<file path="config.mk">
export PLATFORM = sky130hd
export DESIGN_NAME = plwm_cell
export DESIGN_NICKNAME = d
export VERILOG_FILES = /design/src/rtl/plwm_pkg.sv /design/src/rtl/plwm_cell.sv
export SDC_FILE = /design/constraint.sdc
export NUM_CORES = 1
export LEC_CHECK = 0
export ABC_AREA = 1
export BUFFER_PORTS_ARGS = -buffer_cell sky130_fd_sc_hd__buf_4
export CORE_ASPECT_RATIO = 1.2
export CORE_MARGIN = 3
export CORE_UTILIZATION = 44
export CTS_CLUSTER_SIZE = 40
export DETAILED_ROUTE_END_ITERATION = 10
export PLACE_DENSITY = 0.82
export SYNTH_ARGS = -nofsm -noshare
export SYNTH_HDL_FRONTEND = slang
export SYNTH_SLANG_ARGS = --single-unit
</file>
<file path="constraint.sdc">
create_clock -name clk -period 4.8 [get_ports clk]
set_input_delay 1.44 -clock clk [delete_from_list [all_inputs] [get_ports clk]]
set_output_delay 1.44 -clock clk [all_outputs]
set_load 0.03 [all_outputs]
</file>
<file path="src/rtl/plwm_pkg.sv">
`default_nettype none

package plwm_pkg;

  // Fixed field widths of the channels.
  localparam int OP_W  = 3;
  localparam int POS_W = 7;
  localparam int VAL_W = 32;
  localparam int LEN_W = 7;
  localparam int ST_W  = 2;

  // Request codes; codes above OP_MOVE behave as a report.
  typedef enum logic [OP_W-1:0] {
    OP_REPORT = 3'd0,
    OP_INSERT = 3'd1,
    OP_QUERY  = 3'd2,
    OP_REMOVE = 3'd3,
    OP_MOVE   = 3'd4
  } op_t;

  // Result status codes.
  typedef enum logic [ST_W-1:0] {
    ST_OK    = 2'd0,
    ST_RANGE = 2'd1,
    ST_FULL  = 2'd2,
    ST_EMPTY = 2'd3
  } status_t;

  // Kind of shift the cell row performs.
  typedef enum logic [1:0] {
    SH_NONE   = 2'd0,
    SH_INSERT = 2'd1,
    SH_REMOVE = 2'd2,
    SH_MOVE   = 2'd3
  } shift_t;

  // Command broadcast to every cell.
  typedef struct packed {
    shift_t                   kind;
    logic signed [VAL_W-1:0]  new_value;
    logic signed [VAL_W-1:0]  moved;
  } cell_cmd_t;

  // One node of the maximum tree: running maximum over the valid leaves
  // below it, and the value of the selected leaf (zero if none below).
  typedef struct packed {
    logic                     valid;
    logic signed [VAL_W-1:0]  max_v;
    logic        [VAL_W-1:0]  sel_v;
  } node_t;

  // Merge two tree nodes.
  function automatic node_t node_merge(input node_t l, input node_t r);
    node_t m;
    m.valid = l.valid | r.valid;
    if (l.valid && r.valid) begin
      m.max_v = ($signed(l.max_v) > $signed(r.max_v)) ? l.max_v : r.max_v;
    end else if (l.valid) begin
      m.max_v = l.max_v;
    end else begin
      m.max_v = r.max_v;
    end
    m.sel_v = l.sel_v | r.sel_v;
    return m;
  endfunction

endpackage

`default_nettype wire

</file>
<file path="src/rtl/plwm_cell.sv">
`default_nettype none

// One storage cell of the list. It decides from its own index, the
// request position and the current count whether it keeps its value,
// takes a neighbor's value, or loads a new one.
module plwm_cell #(
  parameter int IDX = 0,
  parameter int XW  = 7
) (
  input  wire logic                                clk,
  input  wire plwm_pkg::cell_cmd_t                 cmd,
  input  wire logic        [XW-1:0]                pos,
  input  wire logic        [XW-1:0]                cnt,
  input  wire logic signed [plwm_pkg::VAL_W-1:0]   left_val,
  input  wire logic signed [plwm_pkg::VAL_W-1:0]   right_val,
  output logic signed      [plwm_pkg::VAL_W-1:0]   value
);

  localparam logic [XW-1:0] MY_IDX  = XW'(IDX);
  localparam logic [XW-1:0] MY_NEXT = XW'(IDX + 1);

  logic signed [plwm_pkg::VAL_W-1:0] value_r;
  logic signed [plwm_pkg::VAL_W-1:0] value_nxt;

  // Next value of this cell.
  always_comb begin
    value_nxt = value_r;
    case (cmd.kind)
      plwm_pkg::SH_INSERT: begin
        if (MY_IDX == pos) begin
          value_nxt = cmd.new_value;
        end else if (MY_IDX > pos && MY_IDX <= cnt) begin
          value_nxt = left_val;
        end
      end
      plwm_pkg::SH_REMOVE: begin
        if (MY_IDX >= pos && MY_NEXT < cnt) begin
          value_nxt = right_val;
        end
      end
      plwm_pkg::SH_MOVE: begin
        if (MY_IDX >= pos && MY_NEXT < cnt) begin
          value_nxt = right_val;
        end else if (MY_NEXT == cnt) begin
          value_nxt = cmd.moved;
        end
      end
      default: begin
        value_nxt = value_r;
      end
    endcase
  end

  always_ff @(posedge clk) begin
    value_r <= value_nxt;
  end

  assign value = value_r;

endmodule

`default_nettype wire

</file>
=== After elaboration in Yosys (flattened, before gate mapping) ===
Index checks and enable logic that the tools add are counted.

* Latch bits: 0
* Bits of input ports: 145
* Bits in registers: 32
* Memories: 0
* Output and inout bits: 32
* ROM bits: 0
* Memory bits (writable): 0

* Mux-type cells: 6
* Shift operators: 0
* Reductions and logical operators: 5
* $lt $le $gt $ge: 4
* Equal/unequal tests: 7
* Add/sub/neg operators: 0
* Multipliers: 0
* Bitwise gates (word level): 0
* Divide/modulo/power cells: 0

{| class="wikitable"
|+ Operators with widths
! cell !! number
|-
| 32-bit 2-to-1 mux || 5
|-
| 32-bit case mux with 3 select lines || 1
|-
| 1-bit by 7-bit == test with 1-bit output (first input constant) || 1
|-
| 1-bit by 7-bit greater-or-equal comparator with 1-bit output (first input constant) || 1
|-
| 1-bit by 7-bit > comparator with 1-bit output (first input constant) || 1
|-
| 1-bit by 7-bit <= comparator with 1-bit output (first input constant) || 1
|-
| 7-bit logical NOT || 1
|-
| 1-bit by 7-bit less-than comparator with 1-bit output (first input constant) || 1
|-
| 3-bit != test (second input constant) || 2
|-
| 2-bit == test (second input constant) || 2
|-
| 4-bit AND reduction || 1
|-
| 3-bit nonzero test || 1
|-
| 2-bit by 1-bit == test with 1-bit output (second input constant) || 1
|-
| 1-bit logical AND || 2
|-
| 2-bit != test (second input constant) || 1
|}

=== Logic depth before layout (Yosys ltp) ===
* Depth in word-level cells: 5
* Depth in mapped cells: 8
* Depth with buffers taken out: 7

=== Least setup slack after synthesis ===
Ideal clock, no wire load.

* Kind: input to register
* Start point: in pos[1]
* End point: reg value_r, in the netlist value[0] (enable)
* Setup time: 0.431 ns
* Arrival: 3.603 ns
* Slack: 0.766 ns
* Buffers on the path: 1
* Cell stages on the path: 6
* Required time: 4.369 ns
* Cell sequence: nor2_1 nand2_1 nor2_4 nand2_2 buf_2 o211ai_1

* Cells in the longest elaborated chain, start to end: 4

{| class="wikitable"
|+ Ends and longest elaborated chain
! what !! line !! RTL
|-
| start, declared || plwm_cell.sv:12 || <nowiki>input wire logic [XW-1:0] pos,</nowiki>
|-
| 1-bit by 7-bit greater-or-equal comparator with 1-bit output / 1-bit by 7-bit > comparator with 1-bit output (equally long branches) || plwm_cell.sv:37, plwm_cell.sv:42, plwm_cell.sv:32 ||
|-
| 1-bit logical AND (on tied branches) || plwm_cell.sv:37, plwm_cell.sv:42, plwm_cell.sv:32 ||
|-
| 3-bit != test (no source line) / 2-bit != test (equally long branches) || - ||
|-
| 4-bit AND reduction (no source line) (*) || - ||
|-
| end signal, assigned || plwm_cell.sv:55 || <nowiki>value_r <= value_nxt;</nowiki>
|-
| end, declared || plwm_cell.sv:22 || <nowiki>logic signed [plwm_pkg::VAL_W-1:0] value_r;</nowiki>
|}

Mark *: on every way between the ends. The rest lies on a longest branch, timed or not.
A chain may end at the register's enable or synchronous reset.

=== Worst setup path in the final report ===
* Start point: in pos[1]
* End point: reg value_r, in the netlist value[13], data pin

* Cells in the longest elaborated chain, start to end: 4

{| class="wikitable"
|+ Ends and longest elaborated chain
! what !! line !! RTL
|-
| 1-bit by 7-bit greater-or-equal comparator with 1-bit output || plwm_cell.sv:42 || <nowiki>if (MY_IDX >= pos && MY_NEXT < cnt) begin</nowiki>
|-
| 1-bit logical AND || plwm_cell.sv:42 ||
|-
| 32-bit 2-to-1 mux || plwm_cell.sv:42 ||
|-
| 32-bit case mux with 3 select lines (*) || plwm_cell.sv:28 || <nowiki>case (cmd.kind)</nowiki>
|-
| via value_nxt (one bit) || plwm_cell.sv:23 || <nowiki>logic signed [plwm_pkg::VAL_W-1:0] value_nxt;</nowiki>
|}

Mark *: on every way through the listed nets, which the timed path passes. The rest lies on a longest branch.

==> flow_metrics.tcl <==
set metrics [dict create \
    peakVddDrop_mv 0.109 \
    yosys.area_share.simple_pct 42.8 \
    critPathKind "in -> reg" \
    rows 31 \
    synth_compound_area_share_pct 0.269 \
    synth_xor_area_share_pct 0 \
    cts_hold_buf 0 \
    die_y_um 93.2 \
    yosysTopAreaCell "edfxtp_1" \
    period_share_pct 62.7 \
    slew_headroom_pct 28.1 \
    clock-root-buffer "clkbuf_8" \
    synth.yosys.seq_area_share_pct 34.4 \
    synth_cell_type_count 15 \
    largest_reg_flops 32 \
    hold_end "value[15]" \
    grt_max_degree 50 \
    synth_top_family_by_area "simple AND/OR/NAND/NOR gates" \
    critPathArrivalTime_ns 3.16 \
    hold_path.class "in -> reg" \
    cts_buffers 5 \
    die_area_sq_um 7340 \
    worstHoldStart "right_val[15]" \
    maxSlewViolCount 0 \
    final_cells 708 \
    fmax_mhz 332 \
    synthArstFlopShare_pct 0 \
    fin_nets 771 \
    cts_tree "yes" \
    synth_fa_ha_area_share_pct 0 \
    grt_pass1_vias 3292 \
    worstMarginPinSlew_ns 1.08 \
    grt_pass1_wl_um 14800 \
    ant_nets 0 \
    io_pins 177 \
    synth.top_cell.area_share_pct 34.4 \
    period_minus_slack_ns 3.01 \
    powerDensity_nw_per_um2 168 \
    crit_path_max_fanout 32 \
    route.detailed.drc 0 \
    synth-edff-count 32 \
    antenna_found_initial 0 \
    synthesis.area_sq_um 2790 \
    layout_commonest_cell "buf_4" \
    vias 3464 \
    required_ns 4.95 \
    routed_wl_um 9500 \
    postCtsSetupBuffers 0 \
    setup_viol 0 \
    gr-total-overflow 0 \
    wire_per_inst_um 13.4 \
    htreeDepth 2 \
    core-area_sq_um 6090 \
    synth_cells 461 \
    outcome "finished clean" \
    area_growth_pct 51.0 \
    numPortBuffers 176 \
    yosys_warnings 0 \
    synth_ff_type "edfxtp_1" \
    drive_gt1_share_pct 30.5 \
    synthesis.nets 606 \
    p_leak_nw 2.45 \
    clock_path_buffers 2 \
    gp_congestion 0.846 \
    rsz0062_at_grt "no" \
    drt-vias-per-instance 4.89 \
    cts.sinks 32 \
    synth.area.mux_share_pct 0 \
    dp.cells 701 \
    drtIter0Drc 203 \
    critPathLaunchType "input pin" \
    antenna_cells 0 \
    initial_core_util_pct 45.8 \
    cts-resized-gates 0 \
    grt_use_total_pct 25.4 \
    worst_setup_path_end_kind "flip-flop" \
    whs_path_depth 3 \
    tns_ns 0 \
    dieWidth_um 78.7 \
    final_cell_mix "183 x buf_4, 131 x inv_1, 131 x nand2_1" \
    cts.reportedPaths.clkPinSlew_ns 0.07 \
    hold_violations 0 \
    ys_ff_latch 32 \
    cap_viol_max_count 0 \
    drt_first_pass_iters 5 \
    n_fill_cell 525 \
    synthTopCellsByArea "edfxtp_1 34%, nand3_1 23%, inv_1 18%" \
    avgSynthCellArea_sq_um 6.05 \
    post-dp-hpwl_um 6960 \
]
==> per-stage QoR <==
step	utilization [%]	hold WS, ns	total power [mW]	worst slack (ns)	area (sq um)
after floorplan	-	1.64	0.399	0.766	2790
after global placement	67.9	1.74	0.507	1.59	4140
after detailed placement	67.9	1.74	0.513	1.53	4140
after CTS	69.2	1.44	0.709	1.82	4210
after global routing	69.2	1.45	0.745	1.60	4210
final	69.2	1.45	0.708	1.79	4210
==> logic make-up (layout without fill, tap and decap cells) <==
group                  count (synthesis)  count (layout)
AOI/OAI and AO/OA                      1               1
and+or+nand+nor                      271             271
buffers and inverters                157             322
DFF                                   32              32
==> worst max-delay path by stage <==
stage                      endpoint  cells after the start   start  slack (ns)
after CTS                 value[13]                      8  pos[1]        1.82
after floorplan            value[0]                      6  pos[1]        0.77
after detailed placement  value[13]                      8  pos[1]        1.53
after global placement    value[13]                      8  pos[1]        1.59
final                     value[13]                      8  pos[1]        1.79
after global routing       value[3]                      8  pos[1]        1.60
==> cells in the mapped netlist, types with 2 or more instances <==
master,count
inv_1,131
nand2_1,131
nand3_1,130
edfxtp_1,32
buf_2,10
clkbuf_1,7
nor2_1,7
buf_4,5
buf_1,2
==> layout make-up <==
cell class / instances / area (sq um) / area share [%]
Clock inverter: 2 / 7.51 / 0.178
Tap cell: 82 / 103 / 2.44
Timing Repair Buffer: 183 / 1370 / 32.6
Clock buffer: 5 / 68.8 / 1.63
Inverter: 132 / 495 / 11.8
Sequential cell: 32 / 961 / 22.8
Multi-Input combinational cell: 272 / 1200 / 28.6
==> critical path, cell delays in order <==
cell and delay [ns]:
buf_4 0.11, nor2_1 0.09, nand2_1 0.10, nor2_4 0.39
inv_1 0.60, nand2_1 0.22, nand3_1 0.10, nand3_1 0.11
==> power by group <==
part           switching [mW]  internal (mW)
sequential           0.000581          0.313
clock                   0.104         0.0958
combinational          0.0840          0.110
total                   0.189          0.519
==> per-layer routing <==
layer  track usage [%]  wire (um)  vias up
met4              10.6        310        0
met3              4.62        910       24
li1                  -          -     1721
met5                 0          0        -
met2              47.2       5120      191
met1              27.8       3160     1528
(Power assumes the default switching activity.)
